### src/hdl/rpd_pkg.sv
package rpd_pkg;

  localparam int unsigned CoordBitsDef = 12;
  localparam int unsigned FracBitsDef  = 8;

  localparam int unsigned RegBits   = 20;
  localparam int unsigned SizeBits  = 13;
  localparam int unsigned RangeBits = 24;
  localparam int unsigned DepthBits = 26;
  localparam int unsigned OutCoordBits = 12;
  localparam int unsigned NormBits  = 24;
  localparam int unsigned SqBits    = 50;
  localparam int unsigned RootBits  = 25;
  localparam int unsigned CfgIdxBits = 3;

  typedef enum logic [CfgIdxBits-1:0] {
    CfgFocalX  = 3'd0,
    CfgFocalY  = 3'd1,
    CfgCenterX = 3'd2,
    CfgCenterY = 3'd3,
    CfgWidth   = 3'd4,
    CfgHeight  = 3'd5
  } cfg_idx_e;

  typedef struct packed {
    logic [RegBits-1:0] focal_x;
    logic [RegBits-1:0] focal_y;
    logic [RegBits-1:0] center_x;
    logic [RegBits-1:0] center_y;
  } cam_cfg_t;

  typedef struct packed {
    logic [RangeBits-1:0]    range_cm;
    logic [OutCoordBits-1:0] col;
    logic [OutCoordBits-1:0] row;
    logic                    last;
  } pix_t;

endpackage

### src/hdl/range_to_planar_depth_top.sv
// Range to planar depth conversion for a pinhole camera.
// Input channel: range_cm_i with in_valid/in_stall; a transfer happens at an
// edge where in_valid is high and in_stall low. Pixels arrive in raster order;
// internal column and row counters wrap at image_width, image_height or all-ones.
// Output channel: depth_m_o, pixel_col_o, pixel_row_o, frame_last_o with
// out_valid/out_stall. frame_last_o marks the last pixel of a frame.
// Configuration: cfg_valid/cfg_ready with cfg_index and cfg_data; write only
// while idle. cfg_ready is always high.
// A front stage counts coordinates and pushes pixels into a two-entry queue;
// the back stage works one pixel at a time through one shared restoring
// divider (64 and 65 steps for the two normalizing divisions, 65 for the depth
// division), a square stage and a 25-step square root, and takes a new pixel
// from the queue only after the output of the last one has been taken.
// Reset clears counters, the queue and the state, and sets the configuration
// registers to their defaults. While out_stall is high the result holds and the queue fills, then in_stall rises.
module range_to_planar_depth_top #(
  parameter int unsigned CoordBits = rpd_pkg::CoordBitsDef,
  parameter int unsigned FracBits  = rpd_pkg::FracBitsDef
) (
  input  logic                             clk_i,
  input  logic                             rst_ni,
  input  logic                             in_valid,
  output logic                             in_stall,
  input  logic [rpd_pkg::RangeBits-1:0]    range_cm_i,
  output logic                             out_valid,
  input  logic                             out_stall,
  output logic [rpd_pkg::DepthBits-1:0]    depth_m_o,
  output logic [rpd_pkg::OutCoordBits-1:0] pixel_col_o,
  output logic [rpd_pkg::OutCoordBits-1:0] pixel_row_o,
  output logic                             frame_last_o,
  input  logic                             cfg_valid,
  output logic                             cfg_ready,
  input  logic [rpd_pkg::CfgIdxBits-1:0]   cfg_index,
  input  logic [31:0]                      cfg_data
);

  rpd_pkg::cam_cfg_t cam_q;
  logic [rpd_pkg::SizeBits-1:0] width_q, height_q;
  logic q_valid, q_ready;
  rpd_pkg::pix_t q_data;

  assign cfg_ready = 1'b1;

  always_ff @(posedge clk_i or negedge rst_ni) begin
    if (!rst_ni) begin
      cam_q.focal_x  <= 20'd131072;
      cam_q.focal_y  <= 20'd131072;
      cam_q.center_x <= 20'd81920;
      cam_q.center_y <= 20'd61440;
      width_q        <= 13'd640;
      height_q       <= 13'd480;
    end else if (cfg_valid) begin
      case (cfg_index)
        rpd_pkg::CfgFocalX:  cam_q.focal_x  <= cfg_data[rpd_pkg::RegBits-1:0];
        rpd_pkg::CfgFocalY:  cam_q.focal_y  <= cfg_data[rpd_pkg::RegBits-1:0];
        rpd_pkg::CfgCenterX: cam_q.center_x <= cfg_data[rpd_pkg::RegBits-1:0];
        rpd_pkg::CfgCenterY: cam_q.center_y <= cfg_data[rpd_pkg::RegBits-1:0];
        rpd_pkg::CfgWidth:   width_q        <= cfg_data[rpd_pkg::SizeBits-1:0];
        rpd_pkg::CfgHeight:  height_q       <= cfg_data[rpd_pkg::SizeBits-1:0];
        default: ;
      endcase
    end
  end

  rpd_front #(.CoordBits(CoordBits)) u_front (
    .clk_i, .rst_ni, .in_valid, .in_stall, .range_cm_i,
    .width_i(width_q), .height_i(height_q),
    .q_valid_o(q_valid), .q_ready_i(q_ready), .q_data_o(q_data)
  );

  rpd_back #(.FracBits(FracBits)) u_back (
    .clk_i, .rst_ni, .cfg_i(cam_q),
    .q_valid_i(q_valid), .q_ready_o(q_ready), .q_data_i(q_data),
    .out_valid, .out_stall, .depth_m_o, .pixel_col_o, .pixel_row_o, .frame_last_o
  );

endmodule

### src/hdl/rpd_front.sv
module rpd_front #(
  parameter int unsigned CoordBits = rpd_pkg::CoordBitsDef
) (
  input  logic                          clk_i,
  input  logic                          rst_ni,
  input  logic                          in_valid,
  output logic                          in_stall,
  input  logic [rpd_pkg::RangeBits-1:0] range_cm_i,
  input  logic [rpd_pkg::SizeBits-1:0]  width_i,
  input  logic [rpd_pkg::SizeBits-1:0]  height_i,
  output logic                          q_valid_o,
  input  logic                          q_ready_i,
  output rpd_pkg::pix_t                 q_data_o
);

  localparam int unsigned QDepth = 2;
  localparam int unsigned CmpBits = (CoordBits + 1 > rpd_pkg::SizeBits) ? CoordBits + 1
                                                                        : rpd_pkg::SizeBits;
  localparam logic [CoordBits-1:0] CoordMax = '1;

  logic [CoordBits-1:0] col_q, row_q;
  logic [CoordBits:0]   col_inc, row_inc;
  logic                 row_end, frame_end, push, pop;
  rpd_pkg::pix_t        mem_q [QDepth];
  logic                 wr_q, rd_q;
  logic [1:0]           cnt_q;

  assign col_inc   = {1'b0, col_q} + 1'b1;
  assign row_inc   = {1'b0, row_q} + 1'b1;
  assign row_end   = (CmpBits'(col_inc) >= CmpBits'(width_i)) || (col_q == CoordMax);
  assign frame_end = row_end &&
                     ((CmpBits'(row_inc) >= CmpBits'(height_i)) || (row_q == CoordMax));

  assign in_stall  = (cnt_q == 2'(QDepth));
  assign push      = in_valid && !in_stall;
  assign q_valid_o = (cnt_q != 2'd0);
  assign pop       = q_valid_o && q_ready_i;
  assign q_data_o  = mem_q[rd_q];

  always_ff @(posedge clk_i or negedge rst_ni) begin
    if (!rst_ni) begin
      col_q <= '0;
      row_q <= '0;
      wr_q  <= 1'b0;
      rd_q  <= 1'b0;
      cnt_q <= 2'd0;
    end else begin
      if (push) begin
        wr_q <= !wr_q;
        if (row_end) begin
          col_q <= '0;
          row_q <= frame_end ? '0 : row_inc[CoordBits-1:0];
        end else begin
          col_q <= col_inc[CoordBits-1:0];
        end
      end
      if (pop) rd_q <= !rd_q;
      cnt_q <= cnt_q + 2'(push) - 2'(pop);
    end
  end

  always_ff @(posedge clk_i) begin
    if (push) begin
      mem_q[wr_q].range_cm <= range_cm_i;
      mem_q[wr_q].col      <= rpd_pkg::OutCoordBits'(col_q);
      mem_q[wr_q].row      <= rpd_pkg::OutCoordBits'(row_q);
      mem_q[wr_q].last     <= frame_end;
    end
  end

endmodule

### src/hdl/rpd_back.sv
module rpd_back #(
  parameter int unsigned FracBits = rpd_pkg::FracBitsDef
) (
  input  logic                            clk_i,
  input  logic                            rst_ni,
  input  rpd_pkg::cam_cfg_t               cfg_i,
  input  logic                            q_valid_i,
  output logic                            q_ready_o,
  input  rpd_pkg::pix_t                   q_data_i,
  output logic                            out_valid,
  input  logic                            out_stall,
  output logic [rpd_pkg::DepthBits-1:0]   depth_m_o,
  output logic [rpd_pkg::OutCoordBits-1:0] pixel_col_o,
  output logic [rpd_pkg::OutCoordBits-1:0] pixel_row_o,
  output logic                            frame_last_o
);

  // Shared restoring divider: quotient bits, one per cycle.
  localparam int unsigned NumBits  = 64;
  localparam int unsigned DivBits  = 32;
  localparam int unsigned CntBits  = 7;
  localparam int unsigned SqrtSteps = 25;
  localparam logic [rpd_pkg::NormBits-1:0] NormMax = '1;

  typedef enum logic [6:0] {
    StIdle = 7'b0000001,
    StDivA = 7'b0000010,
    StDivB = 7'b0000100,
    StSq   = 7'b0001000,
    StSqrt = 7'b0010000,
    StDepD = 7'b0100000,
    StOut  = 7'b1000000
  } state_e;

  state_e state_q;
  rpd_pkg::pix_t pix_q;
  logic [CntBits-1:0]   cnt_q;
  logic [NumBits-1:0]   num_q;
  logic [DivBits+1:0]   rem_q;
  logic [DivBits-1:0]   den_q;
  logic [NumBits-1:0]   quo;
  logic [rpd_pkg::NormBits-1:0] a_q, b_q;
  logic [rpd_pkg::SqBits-1:0]   t_q;
  logic [rpd_pkg::SqBits-1:0]   sr_q;
  logic [rpd_pkg::DepthBits-1:0] depth_q;

  logic [DivBits+1:0] rem_sh, rem_sub;
  logic               fits;
  logic [rpd_pkg::RegBits+rpd_pkg::OutCoordBits:0] p, d;
  logic [rpd_pkg::RegBits-1:0] ctr, foc;
  logic [rpd_pkg::SqBits-1:0] sq_bit, sq_trial;
  logic [rpd_pkg::SqBits-1:0] sr_ext;
  logic [2*rpd_pkg::NormBits-1:0] aa, bb;

  assign rem_sh  = {rem_q[DivBits:0], num_q[NumBits-1]};
  assign rem_sub = rem_sh - {2'b0, den_q};
  assign fits    = !rem_sub[DivBits+1];
  assign quo     = {num_q[NumBits-2:0], fits};

  assign ctr = (state_q == StIdle) ? cfg_i.center_x : cfg_i.center_y;
  assign foc = (state_q == StIdle) ? cfg_i.focal_x  : cfg_i.focal_y;
  always_comb begin
    p = (state_q == StIdle)
        ? (($bits(p))'(q_data_i.col) << FracBits)
        : (($bits(p))'(pix_q.row) << FracBits);
    d = (p >= ($bits(p))'(ctr)) ? p - ($bits(p))'(ctr) : ($bits(p))'(ctr) - p;
  end

  assign sq_bit   = rpd_pkg::SqBits'(1) << (2 * (SqrtSteps - 1 - cnt_q));
  assign sr_ext   = sr_q;
  assign sq_trial = sr_ext + sq_bit;
  assign aa = a_q * a_q;
  assign bb = b_q * b_q;

  assign q_ready_o    = (state_q == StIdle);
  assign out_valid    = (state_q == StOut);
  assign depth_m_o    = depth_q;
  assign pixel_col_o  = pix_q.col;
  assign pixel_row_o  = pix_q.row;
  assign frame_last_o = pix_q.last;

  function automatic logic [rpd_pkg::NormBits-1:0] sat_norm(logic [NumBits-1:0] q);
    return (q > NumBits'(NormMax)) ? NormMax : q[rpd_pkg::NormBits-1:0];
  endfunction

  always_ff @(posedge clk_i or negedge rst_ni) begin
    if (!rst_ni) begin
      state_q <= StIdle;
      cnt_q   <= '0;
    end else begin
      case (state_q)
        StIdle: if (q_valid_i) begin
          state_q <= StDivA;
          cnt_q   <= '0;
        end
        StDivA: begin
          cnt_q <= cnt_q + 1'b1;
          if (cnt_q == CntBits'(NumBits - 1)) begin
            state_q <= StDivB;
            cnt_q   <= '0;
          end
        end
        StDivB: begin
          cnt_q <= cnt_q + 1'b1;
          if (cnt_q == CntBits'(NumBits)) begin
            state_q <= StSq;
            cnt_q   <= '0;
          end
        end
        StSq: begin
          state_q <= StSqrt;
          cnt_q   <= '0;
        end
        StSqrt: begin
          cnt_q <= cnt_q + 1'b1;
          if (cnt_q == CntBits'(SqrtSteps - 1)) begin
            state_q <= StDepD;
            cnt_q   <= '0;
          end
        end
        StDepD: begin
          cnt_q <= cnt_q + 1'b1;
          if (cnt_q == CntBits'(NumBits)) state_q <= StOut;
        end
        StOut: if (!out_stall) state_q <= StIdle;
        default: state_q <= StIdle;
      endcase
    end
  end

  always_ff @(posedge clk_i) begin
    case (state_q)
      StIdle: begin
        pix_q <= q_data_i;
        num_q <= NumBits'(d) << 16;
        den_q <= DivBits'(foc);
        rem_q <= '0;
      end
      StDivA: begin
        num_q <= {num_q[NumBits-2:0], fits};
        rem_q <= fits ? rem_sub : rem_sh;
        if (cnt_q == CntBits'(NumBits - 1)) begin
          a_q   <= (den_q == '0) ? NormMax : sat_norm({num_q[NumBits-2:0], fits});
          num_q <= NumBits'(d) << 16;
          den_q <= DivBits'(foc);
          rem_q <= '0;
        end
      end
      StDivB: begin
        // first cycle loads row offset; d now uses row
        if (cnt_q == '0) begin
          num_q <= NumBits'(d) << 16;
          den_q <= DivBits'(foc);
          rem_q <= '0;
        end else begin
          num_q <= {num_q[NumBits-2:0], fits};
          rem_q <= fits ? rem_sub : rem_sh;
          if (cnt_q == CntBits'(NumBits))
            b_q <= (den_q == '0) ? NormMax : sat_norm({num_q[NumBits-2:0], fits});
        end
      end
      StSq: begin
        t_q  <= rpd_pkg::SqBits'(aa) + rpd_pkg::SqBits'(bb) + (rpd_pkg::SqBits'(1) << 32);
        sr_q <= '0;
      end
      StSqrt: begin
        // sr holds partial root shifted; restoring bit-pair method
        if (t_q >= sq_trial) begin
          t_q  <= t_q - sq_trial;
          sr_q <= (sr_ext >> 1) + sq_bit;
        end else begin
          sr_q <= sr_ext >> 1;
        end
        if (cnt_q == CntBits'(SqrtSteps - 1)) begin
          num_q <= NumBits'(pix_q.range_cm) << (32 - FracBits);
          rem_q <= '0;
        end
      end
      StDepD: begin
        if (cnt_q == '0) begin
          den_q <= DivBits'(sr_q[rpd_pkg::RootBits:0]) * DivBits'(100);
        end else begin
          num_q <= {num_q[NumBits-2:0], fits};
          rem_q <= fits ? rem_sub : rem_sh;
          if (cnt_q == CntBits'(NumBits)) begin
            depth_q <= (quo > NumBits'({rpd_pkg::DepthBits{1'b1}}))
                       ? '1 : quo[rpd_pkg::DepthBits-1:0];
          end
        end
      end
      default: ;
    endcase
  end

endmodule

### config.mk
export PLATFORM = sky130hd
export DESIGN_NAME = range_to_planar_depth_top
export DESIGN_NICKNAME = d
export VERILOG_FILES = /design/src/hdl/rpd_pkg.sv /design/src/hdl/range_to_planar_depth_top.sv /design/src/hdl/rpd_front.sv /design/src/hdl/rpd_back.sv
export SDC_FILE = /design/constraint.sdc
export NUM_CORES = 2
export LEC_CHECK = 0
export BUFFER_PORTS_ARGS = -buffer_cell sky130_fd_sc_hd__buf_2
export CAP_MARGIN = 20
export CORE_MARGIN = 2
export CORE_UTILIZATION = 45
export CTS_CLUSTER_DIAMETER = 50
export DETAILED_ROUTE_END_ITERATION = 6
export GPL_ROUTABILITY_DRIVEN = 0
export SYNTH_ARGS = -nofsm -noshare
export SYNTH_HDL_FRONTEND = slang
export SYNTH_SLANG_ARGS = --single-unit
### constraint.sdc
create_clock -name clk_i -period 10.48 [get_ports clk_i]
set_input_delay 2.096 -clock clk_i [delete_from_list [all_inputs] [get_ports clk_i]]
set_output_delay 2.096 -clock clk_i [all_outputs]
set_load 0.05 [all_outputs]
Word level (Yosys, flattened, before mapping):

Memory sizes are Yosys's and may differ from the RTL's.
Cells that the tools add are included.

* word-level logic and storage cells: 152
* output and inout port bits: 54
* ROM bits: 0
* bits in registers: 500
* bits in latches: 0
* input port bits: 64
* memories: 1
* bits in writable memories: 98

Memories
* u_front.mem_q: depth 2, width 49, read ports 1, clocked after Yosys merged registers in 0, wr ports 1, line rpd_front.sv:24 `rpd_pkg::pix_t mem_q [QDepth];`

* add/subtract/negate cells: 14
* div/mod/pow operators: 0
* bitwise operators: 1
* eq/ne operators: 28
* multipliers: 3
* muxes and demuxes: 41
* shifts and indexed selects: 1
* $lt $le $gt $ge: 6
* reductions and logical operators: 32

Operators by type and width (number)
* 64-bit case mux with 5 select lines: 1
* 64-bit 2-to-1 mux: 4
* 50-bit case mux with 2 select lines: 2
* 33-bit 2-to-1 mux: 6
* 33-bit case mux with 5 select lines: 1
* 32-bit case mux with 4 select lines: 1
* 50-bit 2-to-1 mux: 2
* 24-bit by 24-bit multiplier with 48-bit output: 2
* 32-bit 2-to-1 mux: 3
* 7-bit 2-to-1 mux: 10
* 64-bit by 24-bit greater-than comparator with 1-bit output (second input constant): 1
* 64-bit by 26-bit greater-than comparator with 1-bit output (second input constant): 1
* 20-bit 2-to-1 mux: 3
* 49-bit by 50-bit adder with 50-bit output: 1
* 50-bit by 33-bit adder with 50-bit output (second input constant): 1
* 50-bit adder: 1
* 50-bit >= comparator: 1
* 1-bit by 32-bit left shift with 50-bit output (first input constant): 1
* 50-bit subtractor: 1
* 48-bit by 48-bit adder with 49-bit output: 1
* 7-bit case mux with 7 select lines: 1
* 24-bit 2-to-1 mux: 2
* 7-bit case mux with 6 select lines: 1
* 34-bit by 32-bit subtractor with 34-bit output: 1
* other kinds (41): 77

Longest topological paths before layout:

* depth after elaboration: 6
* depth in mapped cells: 35
* gate-level depth less buffers: 33

Hierarchy:

From an unflattened synthesis, not the netlist that was laid out.

* cells, all modules: 7066
* area, all modules: 70427.5 um^2

Modules (own cells, without submodules)
* rpd_back: area an instance 60494.3 um^2, instances 1, cells an instance 6390, seq. area each 10921.7 um^2
* rpd_front: area an instance 5926.9 um^2, instances 1, cells an instance 446, seq. area each 3643.5 um^2
* range_to_planar_depth_top: area an instance 4006.3 um^2, instances 1, cells an instance 230, seq. area each 2670.1 um^2

Worst setup path after synthesis:

OpenSTA, ideal clock, no wires.

* kind: register to register
* from: reg u_back.a_q[14] (netlist bit)
* to: reg u_back.t_q[47] (netlist bit) (data pin)
* period minus slack after synthesis: 8820 ps
* cell stages (with the launch flop): 31
* data required time: 10213 ps
* path buffers: 2
* data arrival time: 8553 ps
* library setup time: 267 ps
* slack: 1660 ps
* cell sequence: edfxtp_1 clkbuf_1 clkbuf_1 nand2_1 fa_1 inv_1 fa_1 fa_1 fa_1 inv_1 fa_1 inv_1 fa_1 fa_1 fa_1 inv_1 fa_1 inv_1 ha_1 nand2_2 or3_4 or4_4 a211oi_2 o31ai_2 xnor2_2 nand2_2 nor4_4 nand2_1 nor3_2 xor2_1 mux2i_1

* longest elaborated chain between the ends: 4

Ends and longest elaborated chain
* start, declared: line rpd_back.sv:42 `logic [rpd_pkg::NormBits-1:0] a_q, b_q;`
* start signal, assigned: line rpd_back.sv:143 `a_q <= (den_q == '0) ? NormMax : sat_norm({num_q[NumBits-2:0], fits});`
* 24-bit by 24-bit multiplier with 48-bit output: line rpd_back.sv:72 `assign aa = a_q * a_q;`
* 48-bit by 48-bit adder with 49-bit output: line rpd_back.sv:163 `t_q <= rpd_pkg::SqBits'(aa) + rpd_pkg::SqBits'(bb) + (rpd_pkg::SqBits'(1) << 32);`
* 50-bit by 33-bit adder with 50-bit output: line rpd_back.sv:163
* 50-bit case mux with 2 select lines: line rpd_back.sv:132 `case (state_q)`
* end signal, assigned: line rpd_back.sv:163
* end signal, assigned: line rpd_back.sv:169 `t_q <= t_q - sq_trial;`
* end, declared: line rpd_back.sv:43 `logic [rpd_pkg::SqBits-1:0] t_q;`

No other way between the ends.
A chain may end at the register's enable or synchronous reset.

Worst setup path in the final report:

* from: reg u_back.b_q[6] (netlist bit)
* to: reg u_back.t_q[47] (netlist bit) (data pin)

* longest elaborated chain between the ends: 4

Ends and longest elaborated chain
* start, declared: line rpd_back.sv:42
* start signal, assigned: line rpd_back.sv:159 `b_q <= (den_q == '0) ? NormMax : sat_norm({num_q[NumBits-2:0], fits});`
* 24-bit by 24-bit multiplier with 48-bit output: line rpd_back.sv:73 `assign bb = b_q * b_q;`
* 48-bit by 48-bit adder with 49-bit output: line rpd_back.sv:163
* 50-bit by 33-bit adder with 50-bit output: line rpd_back.sv:163
* 50-bit case mux with 2 select lines: line rpd_back.sv:132

No other way between the ends.

==> impl_metrics.tcl <==
set metrics [dict create \
    clockPowerShare 0.221 \
    grt_overflow 0 \
    cp_num_buf_inv 6 \
    start_util 0.453 \
    arrival_ns 10.40 \
    p_seq_frac 0.277 \
    dieArea_sq_um 159000 \
    syn_inst 7049 \
    drc 0 \
    synth_cell_type_count 94 \
    drt_iter0_drc 2963 \
    p_sw_w 0.00580 \
    ys_seq_elements 598 \
    min_path_type "flop to flop" \
    power_frac_comb 0.502 \
    num-fill-cells 14300 \
    cp_slowest_cell "edfxtp_1" \
    die_y_microns 398 \
    hpwlAfterDp_microns 135000 \
    cts.sinks 598 \
    yosysWarnings 0 \
    ir_worst_vdd_v 0.000262 \
    fin_crit_sh 0.956 \
    end_kind "flop" \
    leakage_nw 35.0 \
    firstDrtPassIters 7 \
    area_growth_pct 9.13 \
    layout-drive-gt1-share 0.0889 \
    clk-insertion-delay-late_ns 0.69 \
    setup_viol 0 \
    status "complete, no violations" \
    die_w_microns 398 \
    clk_pin_slew_worst_paths_ns 0.06 \
    vias 48100 \
    switching_share 0.427 \
    grt_pass1_wl_microns 271000 \
    holdBufCountCts 0 \
    worst_pin_slew_ns 1.08 \
    max-slew-margin-rel 0.280 \
    internal_power_w 0.00779 \
    required_ns 10.86 \
    numCtsBuffers 86 \
    rsz0062_at_grt "false" \
    io_buffers 104 \
    routedWlPerCell_microns 18.0 \
    gr-usage-all-layers 0.217 \
    final_max_slew_viol_count 0 \
    syn_area_sq_um 69900 \
    async_reset_ff_frac 0.247 \
    htreeDepth 3 \
    synthFlopType "edfxtp_1" \
    syn_avg_cell_area_sq_um 9.92 \
    nets 8790 \
    max_cap_viol_count 0 \
    synth_fp_nets 8699 \
    n_antenna_cell 0 \
    core_sq_um 154000 \
    register_area_sq_um 17200 \
    cp_max_fo 15 \
    hold_violations 0 \
    clock.fmax_ghz 0.0998 \
    cts_buffer_depth 3 \
    timing.hold.ws_ns 0.505 \
    grt_max_degree 85 \
    fin_cells 9257 \
    cpPeakStageDelay_ns 0.98 \
    mostFrequentLayoutCells "1505 x inv_1, 975 x fa_1, 611 x ha_1" \
    critical_path_class "flop to flop" \
    wirelength_microns 167000 \
    fin_setup_tns_ns 0 \
    critical_path.top_delay_family "adder cells" \
    ys_seq_area_frac 0.247 \
    antenna_found_initial 3 \
    viasPerCell 5.19 \
    cts_tree "done" \
    first_global_vias 50300 \
    dp.cells 9085 \
    start_kind "flop" \
    clock-skew-final_ns 0.0686 \
    layout_commonest_cell "inv_1" \
    multi_input_area_sq_um 46100 \
    num_io_pins 118 \
    finalCriticalPeriod_ns 10.02 \
    rows 144 \
    clock_tree.root_cell "clkbuf_16" \
    cp_common_cell "fa_1" \
    synth-edff-count 450 \
    drtAntennaViolNets 0 \
    power_density_nw_per_um2 178 \
]
## worst reg2reg max path, delay by kind of cell (launching register included)
family	cells	cell delay (ns)
muxes	1	0.09
adders and majority gates	10	5.24
buffers and inverters	6	0.47
DFF	1	0.98
AOI/OAI and AO/OA	2	0.42
and+or+nand+nor	8	2.18
xor gates and xnor gates	2	0.39
## synthesized netlist by cell type, types with 43 or more instances
master,instances,share of area
and2_1,255,0.023
nand3_1,74,0.0053
xnor2_1,164,0.021
fa_1,975,0.28
clkbuf_1,194,0.010
nor2_1,392,0.021
a21o_1,110,0.012
ha_1,611,0.11
a21oi_1,246,0.018
inv_1,1505,0.081
nor2b_1,46,0.0041
dfrtp_1,133,0.048
nand2b_1,79,0.0071
edfxtp_1,450,0.19
mux2_2,145,0.023
mux2i_1,45,0.0064
nand4_1,43,0.0038
o21bai_1,46,0.0049
nand2_1,609,0.033
o21ai_0,164,0.012
xor2_1,138,0.017
nor3_1,62,0.0044
a31oi_1,63,0.0056
## flip-flops by register name, indices dropped and copies added (netlist names), 24 cells and up
register	cells
u_back.a_q	24
u_back.pix_q	24
u_back.den_q	32
u_back.b_q	24
cam_q	80
u_back.t_q	50
u_back.num_q	64
u_back.sr_ext	50
u_back.depth_m_o	26
u_front.mem_q	98
u_back.rem_q	33
## what timing repair did
action | CTS | global route
endpoints found under the setup margin | 0 | 2
resized for setup | 0 | 1
setup buffers | 0 | 10
## through the flow
step | setup slack, ns | total power (W) | utilization | area (sq um)
floorplan | 1.66 | 0.00898 | - | 69900
global placement | 0.493 | 0.0104 | 0.474 | 73100
detailed placement | 0.378 | 0.0106 | 0.474 | 73100
CTS | 0.394 | 0.0136 | 0.494 | 76100
global route | 0.0195 | 0.0145 | 0.495 | 76300
finish | 0.457 | 0.0136 | 0.495 | 76300
## worst paths after layout
check,endpoint,slack [ns],depth (start not counted),start
max,u_back.t_q[47]$_DFFE_PP_,0.46,29,u_back.b_q[6]$_DFFE_PP_
min,u_front.cnt_q[1]$_DFF_PN0_,0.50,1,u_front.cnt_q[1]$_DFF_PN0_
max reg2reg,u_back.t_q[47]$_DFFE_PP_,0.46,29,u_back.b_q[6]$_DFFE_PP_
min reg2reg,u_front.cnt_q[1]$_DFF_PN0_,0.50,1,u_front.cnt_q[1]$_DFF_PN0_
max in group asynchronous,u_back.state_q[4]$_DFFE_PN0P_,7.65,2,rst_ni
min in group asynchronous,cam_q[54]$_DFFE_PN0P_,1.48,1,rst_ni
## layer usage
metal  wire length (microns)  share of wire  track usage  vias to the layer above
li1                        -              -            -                    22700
met2                   78900           0.47        0.357                     1083
met4                    4930          0.030       0.0647                        0
met3                    8330          0.050       0.0270                      216
met1                   74400           0.45        0.299                    24100
met5                       0              0            0                        -
## cell type report
type / instances / area share
sequential: 598 / 0.226
multi-input combinational: 4699 / 0.605
timing repair buffer: 248 / 0.0219
clock inverter: 60 / 0.00981
tap: 2044 / 0.0335
inverter: 1507 / 0.0742
clock buffer: 101 / 0.0299
## power groups by stage
stage / clock network (W) / registers (W) / logic, W
floorplan: 0 / 0.00370 / 0.00528
global placement: 0 / 0.00378 / 0.00665
detailed placement: 0 / 0.00380 / 0.00677
CTS: 0.00307 / 0.00376 / 0.00682
global route: 0.00316 / 0.00382 / 0.00757
finish: 0.00300 / 0.00376 / 0.00683
## logic make-up after synthesis
family	synth area share
buf+inv	0.0957
simple gates	0.116
fa+ha+maj	0.389
compound gates	0.0848
flops	0.247
xor+xnor	0.0383
mux	0.0298
other cells	0.0000536
Power figures use the tool's default switching activity.
